--- src/hw/rtl/kees_pkg.sv ---
package kees_pkg;

	// Controller states, one-hot
	typedef enum logic [5:0] {
		ST_IDLE  = 6'b000001,
		ST_KEYS  = 6'b000010,
		ST_ROT   = 6'b000100,
		ST_BTN   = 6'b001000,
		ST_LONG  = 6'b010000,
		ST_FLUSH = 6'b100000
	} kees_state_t;

	typedef enum logic [2:0] {
		EV_KEY_PRESS   = 3'd0,
		EV_KEY_RELEASE = 3'd1,
		EV_CW          = 3'd2,
		EV_CCW         = 3'd3,
		EV_BTN_PRESS   = 3'd4,
		EV_BTN_RELEASE = 3'd5,
		EV_LONG        = 3'd6
	} ev_kind_t;

	// Configuration register indexes
	localparam logic [1:0] REG_DEBOUNCE   = 2'd0;
	localparam logic [1:0] REG_LONG_PRESS = 2'd1;
	localparam logic [1:0] REG_DETENT     = 2'd2;

	localparam int CFG_W = 16;
	localparam int DET_W = 7;
	localparam int TIME_W = 32;

	localparam logic [CFG_W-1:0] DEBOUNCE_RST   = 16'd10;
	localparam logic [CFG_W-1:0] LONG_PRESS_RST = 16'd3000;
	localparam logic [DET_W-1:0] DETENT_RST     = 7'd4;
	localparam logic [1:0]       PHASE_IDLE     = 2'b11;

	typedef struct packed {
		logic capture;
		logic step;
		logic sel_key;
		logic sel_rot;
		logic sel_btn;
		logic sel_long;
		logic flush;
	} kees_cmd_t;

	typedef struct packed {
		logic hit;
		logic pend_valid;
		logic out_free;
	} kees_status_t;

endpackage

--- src/hw/rtl/keypad_encoder_event_scanner.sv ---
// Channel  Handshake              Payload
// in       in_valid / in_ready    now_ms, keys_down, phase_a, phase_b, button_down
// out      out_valid / out_ready  event_kind, key_index, event_time_ms, last_of_scan
// cfg      cfg_wen (no wait)      cfg_index, cfg_data
//
// After a transfer the sample walks one slot per key, then rotation, button and long-press
// slots and a flush state, and returns to idle; only then is in_ready high for the next
// sample. The single shared elapsed-time comparator sets the slot walk.
// Output stalls add cycles only where the pending event has to move into an output
// register that still holds an event not yet taken.
// Reset: configuration to 10 / 3000 / 4, phase lines to idle high, scanner, control and valid state clear.
// No clearing pass is needed; only the captured sample and event payload registers have no reset.
module keypad_encoder_event_scanner #(
	parameter int NUM_KEYS = 6
) (
	input  logic                clk,
	input  logic                arst_n,
	input  logic                in_valid,
	output logic                in_ready,
	input  logic [31:0]         now_ms,
	input  logic [NUM_KEYS-1:0] keys_down,
	input  logic                phase_a,
	input  logic                phase_b,
	input  logic                button_down,
	output logic                out_valid,
	input  logic                out_ready,
	output logic [2:0]          event_kind,
	output logic [2:0]          key_index,
	output logic [31:0]         event_time_ms,
	output logic                last_of_scan,
	input  logic                cfg_wen,
	input  logic [1:0]          cfg_index,
	input  logic [15:0]         cfg_data
);
	import kees_pkg::*;

	localparam int KW = (NUM_KEYS > 1) ? $clog2(NUM_KEYS) : 1;

	kees_cmd_t    cmd;
	kees_status_t status;
	logic [KW-1:0] key_idx;

	// Sequencer: walks the slots of one sample and holds a slot while the
	// event it found cannot yet move through the output register.
	kees_ctrl #(
		.NUM_KEYS(NUM_KEYS)
	) u_ctrl (
		.clk     (clk),
		.arst_n  (arst_n),
		.in_valid(in_valid),
		.in_ready(in_ready),
		.status  (status),
		.cmd     (cmd),
		.key_idx (key_idx)
	);

	// Datapath: debounce and encoder state, the captured sample, one pending
	// event (so the final one of a scan can be flagged) and the output register.
	kees_datapath #(
		.NUM_KEYS(NUM_KEYS)
	) u_datapath (
		.clk          (clk),
		.arst_n       (arst_n),
		.cmd          (cmd),
		.key_idx      (key_idx),
		.status       (status),
		.cfg_wen      (cfg_wen),
		.cfg_index    (cfg_index),
		.cfg_data     (cfg_data),
		.now_ms       (now_ms),
		.keys_down    (keys_down),
		.phase_a      (phase_a),
		.phase_b      (phase_b),
		.button_down  (button_down),
		.out_valid    (out_valid),
		.out_ready    (out_ready),
		.event_kind   (event_kind),
		.key_index    (key_index),
		.event_time_ms(event_time_ms),
		.last_of_scan (last_of_scan)
	);

endmodule

--- src/hw/rtl/kees_ctrl.sv ---
module kees_ctrl #(
	parameter int NUM_KEYS = 6,
	localparam int KW = (NUM_KEYS > 1) ? $clog2(NUM_KEYS) : 1
) (
	input  logic                  clk,
	input  logic                  arst_n,
	input  logic                  in_valid,
	output logic                  in_ready,
	input  kees_pkg::kees_status_t status,
	output kees_pkg::kees_cmd_t    cmd,
	output logic [KW-1:0]         key_idx
);
	import kees_pkg::*;

	kees_state_t state_q, state_d;
	logic [KW-1:0] kidx_q, kidx_d;
	logic scanning;
	logic advance;

	always_comb begin
		scanning = state_q inside {ST_KEYS, ST_ROT, ST_BTN, ST_LONG};
		// hold the slot while a new event would overrun a full output
		advance = scanning && !(status.hit && status.pend_valid && !status.out_free);

		cmd = '0;
		cmd.capture  = (state_q == ST_IDLE) && in_valid;
		cmd.step     = advance;
		cmd.sel_key  = (state_q == ST_KEYS);
		cmd.sel_rot  = (state_q == ST_ROT);
		cmd.sel_btn  = (state_q == ST_BTN);
		cmd.sel_long = (state_q == ST_LONG);
		cmd.flush    = (state_q == ST_FLUSH) && status.pend_valid && status.out_free;

		state_d = state_q;
		kidx_d  = kidx_q;
		case (state_q)
			ST_IDLE: begin
				if (in_valid) begin
					state_d = ST_KEYS;
					kidx_d  = '0;
				end
			end
			ST_KEYS: begin
				if (advance) begin
					if (kidx_q == KW'(NUM_KEYS - 1)) begin
						state_d = ST_ROT;
					end else begin
						kidx_d = kidx_q + 1'b1;
					end
				end
			end
			ST_ROT: begin
				if (advance) state_d = ST_BTN;
			end
			ST_BTN: begin
				if (advance) state_d = ST_LONG;
			end
			ST_LONG: begin
				if (advance) state_d = ST_FLUSH;
			end
			ST_FLUSH: begin
				if (!status.pend_valid || status.out_free) state_d = ST_IDLE;
			end
			default: begin
				state_d = ST_IDLE;
			end
		endcase
	end

	always_ff @(posedge clk or negedge arst_n) begin
		if (!arst_n) begin
			state_q <= ST_IDLE;
			kidx_q  <= '0;
		end else begin
			state_q <= state_d;
			kidx_q  <= kidx_d;
		end
	end

	assign in_ready = (state_q == ST_IDLE);
	assign key_idx  = kidx_q;

`ifndef SYNTHESIS
	a_flush_leaves: assert property (@(posedge clk) disable iff (!arst_n)
		(state_q == ST_FLUSH && !status.pend_valid) |=> (state_q == ST_IDLE))
		else $error("flush did not return to idle");

	a_keys_in_range: assert property (@(posedge clk) disable iff (!arst_n)
		(state_q == ST_KEYS) |-> (kidx_q <= KW'(NUM_KEYS - 1)))
		else $error("key counter beyond last key");

	a_accept_starts: assert property (@(posedge clk) disable iff (!arst_n)
		(in_valid && in_ready) |=> (state_q == ST_KEYS && kidx_q == '0))
		else $error("accepted sample did not start the key walk");
`endif

endmodule

--- src/hw/rtl/kees_datapath.sv ---
module kees_datapath #(
	parameter int NUM_KEYS = 6,
	localparam int KW = (NUM_KEYS > 1) ? $clog2(NUM_KEYS) : 1
) (
	input  logic                     clk,
	input  logic                     arst_n,
	input  kees_pkg::kees_cmd_t      cmd,
	input  logic [KW-1:0]            key_idx,
	output kees_pkg::kees_status_t   status,
	input  logic                     cfg_wen,
	input  logic [1:0]               cfg_index,
	input  logic [kees_pkg::CFG_W-1:0] cfg_data,
	input  logic [31:0]              now_ms,
	input  logic [NUM_KEYS-1:0]      keys_down,
	input  logic                     phase_a,
	input  logic                     phase_b,
	input  logic                     button_down,
	output logic                     out_valid,
	input  logic                     out_ready,
	output logic [2:0]               event_kind,
	output logic [2:0]               key_index,
	output logic [31:0]              event_time_ms,
	output logic                     last_of_scan
);
	import kees_pkg::*;

	// configuration
	logic [CFG_W-1:0] debounce_q, long_press_q;
	logic [DET_W-1:0] detent_q;

	// captured sample
	logic [TIME_W-1:0]   now_q;
	logic [NUM_KEYS-1:0] keys_q;
	logic [1:0]          phase_q;
	logic                btn_q;

	// scanner state
	logic [NUM_KEYS-1:0] key_raw_q, key_stable_q;
	logic [TIME_W-1:0]   key_time_q [NUM_KEYS];
	logic [1:0]          phase_last_q;
	logic signed [7:0]   acc_q;
	logic [TIME_W-1:0]   rot_time_q;
	logic                btn_raw_q, btn_stable_q;
	logic [TIME_W-1:0]   btn_time_q, hold_time_q;
	logic                long_done_q;

	// pending event and output register
	logic       pend_valid_q;
	ev_kind_t   pend_kind_q;
	logic [2:0] pend_idx_q;
	logic       out_valid_q;
	ev_kind_t   kind_q;
	logic [2:0] idx_q;
	logic [TIME_W-1:0] time_q;
	logic       last_q;

	// slot evaluation
	logic key_pressed, key_chg, key_flip;
	logic [TIME_W-1:0] key_ctime;
	logic [KW+2:0] key_idx_ext;
	logic fwd, bwd, rot_step;
	logic signed [8:0] acc_sum;
	logic signed [7:0] acc_new;
	logic signed [7:0] acc_neg;
	logic [DET_W-1:0] acc_mag, need;
	logic rot_hit;
	logic btn_chg, btn_hit;
	logic [TIME_W-1:0] btn_ctime;
	logic long_hit;
	logic [TIME_W-1:0] t_sel, t_diff;
	logic [CFG_W-1:0] thr;
	logic time_ok;
	logic hit;
	ev_kind_t ev_kind;
	logic [2:0] ev_idx;
	logic load_ev, push;
	logic out_free;

	always_comb begin
		key_pressed = keys_q[key_idx];
		key_chg     = key_pressed != key_raw_q[key_idx];
		key_ctime   = key_chg ? now_q : key_time_q[key_idx];
		key_flip    = key_stable_q[key_idx] != key_pressed;
		key_idx_ext = {3'b000, key_idx};

		case ({phase_last_q, phase_q})
			4'b0001, 4'b0111, 4'b1110, 4'b1000: begin
				fwd = 1'b1;
				bwd = 1'b0;
			end
			4'b0100, 4'b1101, 4'b1011, 4'b0010: begin
				fwd = 1'b0;
				bwd = 1'b1;
			end
			default: begin
				fwd = 1'b0;
				bwd = 1'b0;
			end
		endcase
		rot_step = fwd || bwd;
		acc_sum  = {acc_q[7], acc_q} + (fwd ? 9'sd1 : -9'sd1);
		if (acc_sum > 9'sd127) begin
			acc_new = 8'sd127;
		end else if (acc_sum < -9'sd127) begin
			acc_new = -8'sd127;
		end else begin
			acc_new = acc_sum[7:0];
		end
		acc_neg = -acc_new;
		acc_mag = acc_new[7] ? acc_neg[6:0] : acc_new[6:0];
		need    = (detent_q == '0) ? DET_W'(1) : detent_q;

		btn_chg   = btn_q != btn_raw_q;
		btn_ctime = btn_chg ? now_q : btn_time_q;

		// one shared elapsed-time compare for whichever slot is active
		if (cmd.sel_key) begin
			t_sel = key_ctime;
		end else if (cmd.sel_rot) begin
			t_sel = rot_time_q;
		end else if (cmd.sel_btn) begin
			t_sel = btn_ctime;
		end else begin
			t_sel = hold_time_q;
		end
		thr     = cmd.sel_long ? long_press_q : debounce_q;
		t_diff  = now_q - t_sel;
		time_ok = t_diff >= {16'b0, thr};

		rot_hit  = rot_step && (acc_mag >= need) && time_ok;
		btn_hit  = (btn_stable_q != btn_q) && time_ok;
		long_hit = btn_stable_q && !long_done_q && (hold_time_q != '0) && time_ok;

		hit     = 1'b0;
		ev_kind = EV_KEY_PRESS;
		ev_idx  = 3'd0;
		if (cmd.sel_key) begin
			hit     = key_flip && time_ok;
			ev_kind = key_pressed ? EV_KEY_PRESS : EV_KEY_RELEASE;
			ev_idx  = key_idx_ext[2:0];
		end else if (cmd.sel_rot) begin
			hit     = rot_hit;
			ev_kind = acc_new[7] ? EV_CCW : EV_CW;
		end else if (cmd.sel_btn) begin
			hit     = btn_hit;
			ev_kind = btn_q ? EV_BTN_PRESS : EV_BTN_RELEASE;
		end else if (cmd.sel_long) begin
			hit     = long_hit;
			ev_kind = EV_LONG;
		end

		out_free = !out_valid_q || out_ready;
		load_ev  = cmd.step && hit;
		push     = (load_ev && pend_valid_q) || cmd.flush;
	end

	assign status.hit        = hit;
	assign status.pend_valid = pend_valid_q;
	assign status.out_free   = out_free;

	always_ff @(posedge clk or negedge arst_n) begin
		if (!arst_n) begin
			debounce_q   <= DEBOUNCE_RST;
			long_press_q <= LONG_PRESS_RST;
			detent_q     <= DETENT_RST;
		end else if (cfg_wen) begin
			case (cfg_index)
				REG_DEBOUNCE:   debounce_q   <= cfg_data;
				REG_LONG_PRESS: long_press_q <= cfg_data;
				REG_DETENT:     detent_q     <= cfg_data[DET_W-1:0];
				default: ;
			endcase
		end
	end

	always_ff @(posedge clk) begin
		if (cmd.capture) begin
			now_q   <= now_ms;
			keys_q  <= keys_down;
			phase_q <= {phase_a, phase_b};
			btn_q   <= button_down;
		end
	end

	always_ff @(posedge clk or negedge arst_n) begin
		if (!arst_n) begin
			key_raw_q    <= '0;
			key_stable_q <= '0;
			for (int k = 0; k < NUM_KEYS; k++) key_time_q[k] <= '0;
			phase_last_q <= PHASE_IDLE;
			acc_q        <= '0;
			rot_time_q   <= '0;
			btn_raw_q    <= 1'b0;
			btn_stable_q <= 1'b0;
			btn_time_q   <= '0;
			hold_time_q  <= '0;
			long_done_q  <= 1'b0;
		end else if (cmd.step) begin
			if (cmd.sel_key) begin
				key_raw_q[key_idx] <= key_pressed;
				if (key_chg) key_time_q[key_idx] <= now_q;
				if (hit) key_stable_q[key_idx] <= key_pressed;
			end
			if (cmd.sel_rot) begin
				phase_last_q <= phase_q;
				if (rot_step) acc_q <= rot_hit ? 8'sd0 : acc_new;
				if (rot_hit) rot_time_q <= now_q;
			end
			if (cmd.sel_btn) begin
				btn_raw_q <= btn_q;
				if (btn_chg) btn_time_q <= now_q;
				if (btn_hit) begin
					btn_stable_q <= btn_q;
					hold_time_q  <= btn_q ? now_q : '0;
					long_done_q  <= 1'b0;
				end
			end
			if (cmd.sel_long && long_hit) long_done_q <= 1'b1;
		end
	end

	always_ff @(posedge clk or negedge arst_n) begin
		if (!arst_n) begin
			pend_valid_q <= 1'b0;
			out_valid_q  <= 1'b0;
		end else begin
			if (load_ev) begin
				pend_valid_q <= 1'b1;
			end else if (cmd.flush) begin
				pend_valid_q <= 1'b0;
			end
			if (push) begin
				out_valid_q <= 1'b1;
			end else if (out_ready) begin
				out_valid_q <= 1'b0;
			end
		end
	end

	always_ff @(posedge clk) begin
		if (load_ev) begin
			pend_kind_q <= ev_kind;
			pend_idx_q  <= ev_idx;
		end
		if (push) begin
			kind_q <= pend_kind_q;
			idx_q  <= pend_idx_q;
			time_q <= now_q;
			last_q <= cmd.flush;
		end
	end

	assign out_valid     = out_valid_q;
	assign event_kind    = kind_q;
	assign key_index     = idx_q;
	assign event_time_ms = time_q;
	assign last_of_scan  = last_q;

`ifndef SYNTHESIS
	a_no_overrun: assert property (@(posedge clk) disable iff (!arst_n)
		(load_ev && pend_valid_q) |-> out_free)
		else $error("pending event pushed into a full output register");

	a_flush_last: assert property (@(posedge clk) disable iff (!arst_n)
		cmd.flush |=> (out_valid_q && last_q))
		else $error("flushed event not flagged last");

	a_one_slot: assert property (@(posedge clk) disable iff (!arst_n)
		$onehot0({cmd.sel_key, cmd.sel_rot, cmd.sel_btn, cmd.sel_long}))
		else $error("more than one slot selected");

	a_acc_range: assert property (@(posedge clk) disable iff (!arst_n)
		acc_q != -8'sd128)
		else $error("step accumulator beyond saturation limit");
`endif

endmodule
--- config.mk ---
export PLATFORM = sky130hd
export DESIGN_NAME = keypad_encoder_event_scanner
export DESIGN_NICKNAME = d
export VERILOG_FILES = /design/src/hw/rtl/kees_pkg.sv /design/src/hw/rtl/keypad_encoder_event_scanner.sv /design/src/hw/rtl/kees_ctrl.sv /design/src/hw/rtl/kees_datapath.sv
export SDC_FILE = /design/constraint.sdc
export NUM_CORES = 1
export LEC_CHECK = 0
export BUFFER_PORTS_ARGS = -buffer_cell sky130_fd_sc_hd__buf_2
export CAP_MARGIN = 15
export CORE_MARGIN = 8
export CORE_UTILIZATION = 50
export DETAILED_ROUTE_END_ITERATION = 10
export GPL_TIMING_DRIVEN = 0
export PLACE_DENSITY = 0.77
export SLEW_MARGIN = 0
export SYNTH_ARGS = -nofsm -noshare
export SYNTH_HDL_FRONTEND = slang
export SYNTH_SLANG_ARGS = --single-unit
--- constraint.sdc ---
create_clock -name clk -period 9.8 [get_ports clk]
set_clock_uncertainty 0.2 [all_clocks]
set_input_delay 2.94 -clock clk [delete_from_list [all_inputs] [get_ports clk]]
set_output_delay 2.94 -clock clk [all_outputs]
set_load 0.03 [all_outputs]
### After elaboration in Yosys (flattened, before gate mapping)

Memory sizes are Yosys's and may differ from the RTL's.
Index checks and enable logic that the tools add are counted.

| cells by class | value |
|---|---|
| add/sub/neg operators | 4 |
| $lt $le $gt $ge | 8 |
| equality and inequality tests | 21 |
| muxes and demuxes | 59 |
| bitwise logic cells | 1 |
| reduce and logical (&&, ||, !) cells | 50 |

Operators with widths:

| operator | count |
|---|---|
| 2-to-1 mux 32 bit | 9 |
| bitwise mux 192 bit | 1 |
| binary-select mux 32 bit (select 3 bit) | 1 |
| demux 32 bit (select 3 bit) | 1 |
| 2-to-1 mux 6 bit | 7 |
| one-hot mux 6 bit (6 select lines) | 1 |
| greater-or-equal comparator 32 x 16 -> 1 bit | 1 |
| nonzero test 32 bit | 1 |
| subtractor 32 bit | 1 |
| 2-to-1 mux 8 bit | 3 |
| 2-to-1 mux 3 bit | 7 |
| logical AND 1 bit | 18 |
| 2-to-1 mux 1 bit | 18 |
| AND reduction 3 bit | 6 |
| 2-to-1 mux 16 bit | 1 |
| 2-to-1 mux 7 bit | 2 |
| bitwise mux 6 bit | 2 |
| AND reduction 2 bit | 6 |
| nonzero test 2 bit | 5 |
| adder 9 bit | 1 |
| binary-select mux 1 bit (select 3 bit) | 3 |
| greater-than comparator 9 x 8 -> 1 bit (second input constant) | 1 |
| < comparator 9 x 8 -> 1 bit (second input constant) | 1 |
| 2-to-1 mux 9 bit | 1 |
| other kinds (29) | 45 |

| storage, ports and cells | value |
|---|---|
| flip-flop bits (word level) | 449 |
| ROM bits | 32 |
| output and inout bits | 41 |
| memories | 1 |

Memory list:

| name | depth | bits a word | read ports | clocked after memory_dff | write ports | RTL line | source |
|---|---|---|---|---|---|---|---|
| (no name shown) | 16 | 2 | 1 | 0 | 0 | kees_datapath.sv:86 | `case ({phase_last_q, phase_q})` |

### Depth between registers and ports, before layout

| logic depth | value |
|---|---|
| depth in word-level cells | 21 |
| gate-level depth with buffers | 32 |
| depth with buffers taken out | 27 |

### Modules after synthesis

A second synthesis with hierarchy kept.

| second synthesis, totals | value |
|---|---|
| cells, all modules | 2132 |
| area, all modules | 23007.1 µm² |

Modules (own cells, without submodules):

| module | times used | cells an instance | area each (µm²) | seq. area each (µm²) |
|---|---|---|---|---|
| kees_datapath | 1 | 2064 | 22371.5 | 11456.0 |
| kees_ctrl | 1 | 68 | 635.6 | 226.5 |

### Worst setup path after synthesis

Ideal clock, no wire load.

| timing path | value |
|---|---|
| path type | reg2reg |
| start | register u_ctrl.kidx_q[0] (netlist: u_ctrl.key_idx[0]) |
| end | register u_datapath.kind_q[0] (netlist: u_datapath.event_kind[0]), enable pin |
| library setup time | 0.489 ns |
| arrival time | 8.987 ns |
| slack | 0.123 ns |
| stages on the path, launching flop included | 31 |
| buffers on the path | 6 |
| clock period less this slack | 9.677 ns |
| cell sequence | dfrtp_1 clkbuf_1 buf_2 mux2i_1 xnor2_1 o21ai_0 nand3_1 clkbuf_1 clkbuf_1 nor2_1 a31oi_1 a21oi_1 ha_1 and2_1 o211ai_1 a2111oi_2 o21a_1 nand2b_1 xor2_1 ha_1 nand4_1 or4_1 o221ai_1 a211oi_1 o2111ai_1 nor4_2 o2111ai_2 buf_4 buf_1 nand3_1 o21ai_0 |

| on the way | value |
|---|---|
| cells in the longest elaborated chain, start to end | 20 |
| elaborated cells on any way between the ends | 31 |
| classes of those cells | add/sub: 1; order compare: 1; eq/ne: 2; mux: 15; bitwise: 1; reduce/logical: 11 |

Ends and longest elaborated chain:

| item | RTL line | source |
|---|---|---|
| from (decl) | kees_ctrl.sv:16 | `logic [KW-1:0] kidx_q, kidx_d;` |
| from (signal assigned) | kees_ctrl.sv:76 | `kidx_q <= kidx_d;` |
| inverter 3 -> 4 bit (not written as such) | kees_datapath.sv:82 | `key_ctime = key_chg ? now_q : key_time_q[key_idx];` |
| binary-select mux 32 bit (select 3 bit) | kees_datapath.sv:82 |  |
| 2-to-1 mux 32 bit (not written as such) (2 in a row) | kees_datapath.sv:82 |  |
| 2-to-1 mux 32 bit | kees_datapath.sv:82 |  |
| 2-to-1 mux 32 bit | kees_datapath.sv:117 | `if (cmd.sel_key) begin` |
| subtractor 32 bit | kees_datapath.sv:127 | `t_diff = now_q - t_sel;` |
| greater-or-equal comparator 32 x 16 -> 1 bit | kees_datapath.sv:128 | `time_ok = t_diff >= {16'b0, thr};` |
| logical AND 1 bit | kees_datapath.sv:132 | `long_hit = btn_stable_q && !long_done_q && (hold_time_q != '0) && time_ok;` |
| [... 3 more ...] | -- |  |
| 2-to-1 mux 1 bit * | kees_datapath.sv:137 | `if (cmd.sel_key) begin` |
| logical AND 1 bit (2 in a row) | kees_ctrl.sv:23 | `advance = scanning && !(status.hit && status.pend_valid && !status.out_free);` |
| zero test 1 bit | kees_ctrl.sv:23 |  |
| logical AND 1 bit | kees_ctrl.sv:23 |  |
| logical AND 1 bit * | kees_datapath.sv:153 | `load_ev = cmd.step && hit;` |
| logical AND 1 bit * | kees_datapath.sv:154 | `push = (load_ev && pend_valid_q) \|\| cmd.flush;` |
| logical OR 1 bit * | kees_datapath.sv:154 |  |
| via u_datapath.push | kees_datapath.sv:76 | `logic load_ev, push;` |
| to (signal assigned) | kees_datapath.sv:246 | `kind_q <= pend_kind_q;` |
| to (decl) | kees_datapath.sv:52 | `ev_kind_t kind_q;` |

The timed path passes the listed nets; every way through them passes the cells marked *. The select of a mux whose other input is x is not followed.
A chain may end at the register's enable or synchronous reset.

### Worst setup path after layout

| timing path | value |
|---|---|
| start | register u_ctrl.kidx_q[1] (netlist: u_ctrl.key_idx[1]) |
| end | register u_datapath.key_time_q[110] (netlist bit) |

| on the way | value |
|---|---|
| cells in the longest elaborated chain, start to end | 18 |
| elaborated cells on any way between the ends | 35 |
| classes of those cells | add/sub: 1; order compare: 3; eq/ne: 2; mux: 18; bitwise: 1; reduce/logical: 10 |

Ends and longest elaborated chain:

| item | RTL line | source |
|---|---|---|
| inverter 3 -> 4 bit (not written as such) | kees_datapath.sv:82, kees_datapath.sv:201 |  |
| binary-select mux 32 bit (select 3 bit) | kees_datapath.sv:82 |  |
| 2-to-1 mux 32 bit (not written as such) (2 in a row) | kees_datapath.sv:82 |  |
| 2-to-1 mux 32 bit | kees_datapath.sv:82 |  |
| 2-to-1 mux 32 bit | kees_datapath.sv:117 |  |
| subtractor 32 bit | kees_datapath.sv:127 |  |
| greater-or-equal comparator 32 x 16 -> 1 bit | kees_datapath.sv:128 |  |
| logical AND 1 bit | kees_datapath.sv:132 |  |
| 2-to-1 mux 1 bit | kees_datapath.sv:147 | `end else if (cmd.sel_long) begin` |
| 2-to-1 mux 1 bit | kees_datapath.sv:144 | `end else if (cmd.sel_btn) begin` |
| 2-to-1 mux 1 bit | kees_datapath.sv:141 | `end else if (cmd.sel_rot) begin` |
| 2-to-1 mux 1 bit | kees_datapath.sv:137 |  |
| logical AND 1 bit (2 in a row) | kees_ctrl.sv:23 |  |
| zero test 1 bit | kees_ctrl.sv:23 |  |
| logical AND 1 bit | kees_ctrl.sv:23 |  |
| AND reduction 3 bit (no line) | -- |  |
| to (signal, indexed assignment) | kees_datapath.sv:201 | `if (key_chg) key_time_q[key_idx] <= now_q;` |
| to (decl) | kees_datapath.sv:39 | `logic [TIME_W-1:0] key_time_q [NUM_KEYS];` |

Parallel ways exist; a longest one is shown, timed or not. The select of a mux whose other input is x is not followed.

==> results <==
- The depth of the worst register-to-register path is 28.
- In this run the critical register-to-register path is captured at u_datapath.key_time_q[110]$_DFFE_PN0P_.
- The number of nets in the layout is around 2,300.
- The H-tree was split into 2 levels.
- For this run, the leading register cell type out of synthesis is dfrtp_1.
- The biggest area contributor in the post-synthesis netlist is dfrtp_1.
- The wire-length estimate of the detail-placed layout is 51.4 mm.
- The post-synthesis sequential element count is 449.
- Leaving out fill and tap cells, the most frequent cells in the layout are dfrtp_1 (350), mux2_2 (256), nand2_1 (189).
- The cell at the slowest stage of the critical path is a211oi_2.
- The tree is rooted in a clkbuf_16.
- The parity-gate share of the synthesized area counting xor and xnor cells is 1.47%.
- Setup violations remaining at the end of the flow were counted as 0.
- The cell leakage power is roughly 12 nW.
- The global-route track usage on met2 is 42.9%.
- The first global-routing pass estimated 107 mm of wire.
- Together, buffers and inverters on the worst path number 4.
- The capture endpoint of the worst hold path is u_datapath.key_index[2]$_DFFE_PP_.
- Headroom to the max-slew limit came out at roughly 25%.
- The completed layout was analyzed and its total power is roughly 9.4 mW.
- The overall routed net length is ~70 mm.
- The family with the most delay on the worst path is compound AO/OA/AOI/OAI gates.
- The area fraction in compound gates after synthesis is 14.3%.
- In this run the worst path has a maximum fanout of 10.
- The max-cap check violation count is 0.
- In the routed layout, each cell is associated on average with a via count of approximately 6.2.
- In the post-synthesis netlist, the biggest area contributors are dfrtp_1 (38%), mux2_2 (12%), edfxtp_1 (11%).
- The average cell area after synthesis is 11.2 µm².
- The initial core utilization is 50.3%.
- The required time at the worst-slack endpoint is 10.08 ns.
- Hold is met by about 0.22 ns.
- The detailed router finished its first iteration with 1,788 violations.
- The die area is 53,500 µm².
- The number of global-route vias before repair is 17,900.
- The startpoint identified for the worst hold timing path is u_datapath.pend_idx_q[2]$_SDFFCE_PN0P_.
- The CTS tree is yes.
- At the pin with the least slew margin, the transition time is between 1 and 1.5 ns.
- The clock period could shrink to 9.49 ns.
- The share of final-layout standard cells stronger than drive strength 1 is 23.4%.
- The critical path start-end classification is flop to flop.
- Along the worst hold path, the cell count comes to 0.
- The total overflow reported by the global router is 0.
- The x dimension of the die is 231 µm.
- From synthesis to final layout, the design area changed by 13.4%.
- For this run, design rule violations remaining after detail routing come to 0.
- Entering global routing, the biggest net connects ~130 pins.
- Registers take approximately 12,000 µm².
- The flow ran to the end, and the final reports show no timing, DRC or antenna violations.
- When the netlist entered floorplanning its net count stood at 2,187.
- The number of top-level design ports is 105.
- The distinct cell type count after synthesis is 82.
- For this design the ratio of total power to cell area is around 360 nW/µm².
- Counting flops with an async set or reset pin after synthesis yields a share of ~81%.
- The fraction of the cycle the final worst path needs is 96.8%.
- The global routing stage identified its most utilized layer as met2.
- The footprint of the multi-input gates is roughly 11,000 µm².
- After floorplanning, the core was divided into 79 placement rows.
- The type of origin of the critical path is a flop.
- The worst reg2reg path startpoint is u_ctrl.key_idx[1]$_DFFE_PN0P_.
- Global routing used 4.35% of the available met3 tracks.
- Buffers placed on the I/O ports in this run total 104.
- The dominant combinational cell family by area after synthesis is multiplexers.
- The clock passes through at most 3 buffers.
- The most common cell after layout, fill and taps aside is dfrtp_1.
- The worst IR drop on VDD is 235 µV.
- The mapped netlist covers about 23,000 µm².
- The synthesized instance count is 2,063.
- The arrival time of the worst setup path is a little under 10 ns.
- Setup repair after global routing left no endpoint under its margin.
- For this run, the top clock speed supported by timing is 105 MHz.
- The simple-gate area share of the yosys netlist is roughly 8.7%.
- The classification of the worst-slack hold path is flop to flop.
- The number of enable flip-flop cells after synthesis is 86.
- The register-to-register setup slack is 0.31 ns.
- The average wire length per cell after detail routing is 24.4 µm.
- The maximum cell stage delay along the critical path is just under 0.7 ns.
- The sequential share of the synthesized area is 50.4%.
- In this run, CTS created clock tree buffers numbering 46.
- The top cell type's share of synthesized area is between 30% and 40%.
- The clock slew at the register clock pins of the worst setup and hold paths is 0.06 ns.
- After synthesis, the share of cell area in mux cells is roughly 18%.
- For this run, global-route usage on met1 was measured as 32.6%.
- The category of the worst setup path capture point is a flop.
- The final-layout setup total negative slack is 0 ns.
- The number of fill cells is 3,791.
- The all-layer global routing usage is 25.8%.
- At the end of routability-driven placement, the weighted congestion stood at roughly 0.96.
- The count of pins over their slew limit is 0.
- The die is 231 µm tall.
- The number of clock sinks is roughly 450.
- The core box area is 46,200 µm².
- The Yosys step of the flow raised 0 warnings.
- The length of the first detailed-routing pass in iterations is 10.
- The count of nets left with antenna violations once routing finished came out at 0.
- In this run, post-CTS hold repair placed 0 buffers.
- The initial antenna violation count is 2.
- The via count is around 18,000.
- 0 antenna diodes ended up in the layout.
- The number of hold violations in the final report was 0.
- The adder and majority gate portion of the synthesized area is 3.27%.
- The later pin in the worst-skew pair is clocked with a latency of 0.61 ns.
## kinds of logic after synthesis
logic type | after synthesis
compound gates | 486
xor+xnor | 39
fa+ha+maj | 60
buf+inv | 221
flops | 449
mux | 379
simple gates | 429
## layout make-up
cell class	count	share of cell area [%]
Multi-Input combinational cell	1393	40.4
Sequential cell	449	44.4
Tap cell	607	2.89
Buffer	155	2.54
Clock inverter	22	1.13
Inverter	66	0.942
Timing Repair Buffer	112	2.62
Clock buffer	64	5.02
## routing by layer
layer | up-vias | share of wire, %
li1 | 7958 | -
met1 | 8892 | 41
met2 | 763 | 48
met3 | 181 | 6.9
met4 | 2 | 4.5
met5 | - | 0.017
## Yosys cell counts, types with 13 or more instances
cell type  number
nor4_1         15
a21oi_1       122
nand2_1       189
xnor2_1        23
nand3_1        17
mux2_1         57
edfxtp_1       86
mux2_2        256
nand4_1        29
o21ai_0        99
nor3_1         20
dfrtp_1       350
inv_1          66
ha_1           59
a22o_1         33
nor2_1         92
clkbuf_1      119
nand2b_1       13
a21o_1         13
buf_2          21
dfstp_2        13
mux2i_1        66
a31oi_1        33
a22oi_1        34
a221oi_1       26
xor2_1         16
o311ai_0       16
## worst register-to-register path: cells and delay by family (launching register included)
family / cells / cell delay, ns
AO/OA/AOI/OAI: 14 / 4.04
buffers and inverters: 4 / 1.88
AND/OR/NAND/NOR: 6 / 1.48
adder cells (fa/ha/maj): 2 / 0.74
flip-flops: 1 / 0.43
multiplexers: 1 / 0.39
XOR/XNOR: 1 / 0.19
## state kept, by name, summed over array words and instances, names as in the netlist, 3 cells and up
name / count
u_datapath.long_press_q: 16
u_datapath.now_q: 32
u_datapath.key_raw_q: 6
u_datapath.debounce_q: 16
u_datapath.key_index: 3
u_datapath.btn_time_q: 32
u_datapath.pend_kind_q: 3
u_datapath.event_kind: 3
u_datapath.rot_time_q: 32
u_datapath.pend_idx_q: 3
u_datapath.key_stable_q: 6
u_datapath.acc_q: 8
u_datapath.detent_q: 7
u_datapath.keys_q: 6
u_datapath.hold_time_q: 32
u_ctrl.key_idx: 3
u_datapath.event_time_ms: 32
u_datapath.key_time_q: 192
u_ctrl.state_q: 6
## through the flow
| stage | setup slack, ns | area, µm² | util (%) | std cells |
|---|---|---|---|---|
| after floorplan | 0.123 | 23200 | - | 2063 |
| after global placement | -3.34 | 24500 | 53.0 | 2774 |
| final | 0.315 | 26300 | 57.0 | 2868 |
| after global routing | 0.00900 | 26300 | 57.0 | 2868 |
| after CTS | 0.0428 | 26200 | 56.9 | 2866 |
| after detailed placement | -0.0143 | 24600 | 53.4 | 2780 |
## power breakdown
group          switching, mW  internal, mW
Combinational           3.07          1.70
Clock                  0.762          1.08
Sequential             0.324          2.41
## worst max-delay path by stage
stage,endpoint,from,slack [ns],depth (start not counted)
floorplan,u_datapath.event_kind[0]$_DFFE_PP_,u_ctrl.key_idx[0]$_DFFE_PN0P_,0.12,30
global placement,u_datapath.event_time_ms[11]$_DFFE_PP_,u_ctrl.key_idx[0]$_DFFE_PN0P_,-3.34,29
detailed placement,u_datapath.key_time_q[33]$_DFFE_PN0P_,u_ctrl.key_idx[0]$_DFFE_PN0P_,-0.01,30
CTS,u_datapath.key_time_q[60]$_DFFE_PN0P_,u_ctrl.key_idx[0]$_DFFE_PN0P_,0.04,31
global route,u_datapath.key_time_q[1]$_DFFE_PN0P_,u_ctrl.key_idx[0]$_DFFE_PN0P_,0.009,31
finish,u_datapath.key_time_q[110]$_DFFE_PN0P_,u_ctrl.key_idx[1]$_DFFE_PN0P_,0.31,28
## timing repair
item | 4_1_cts | 5_1_grt
resized for setup | 1 | 24
setup buffers | 0 | 2
setup endpoints to repair | 21 | 278
pin swaps | 0 | 1
hold endpoints to repair | 0 | 0
Power figures use the tool's default switching activity.
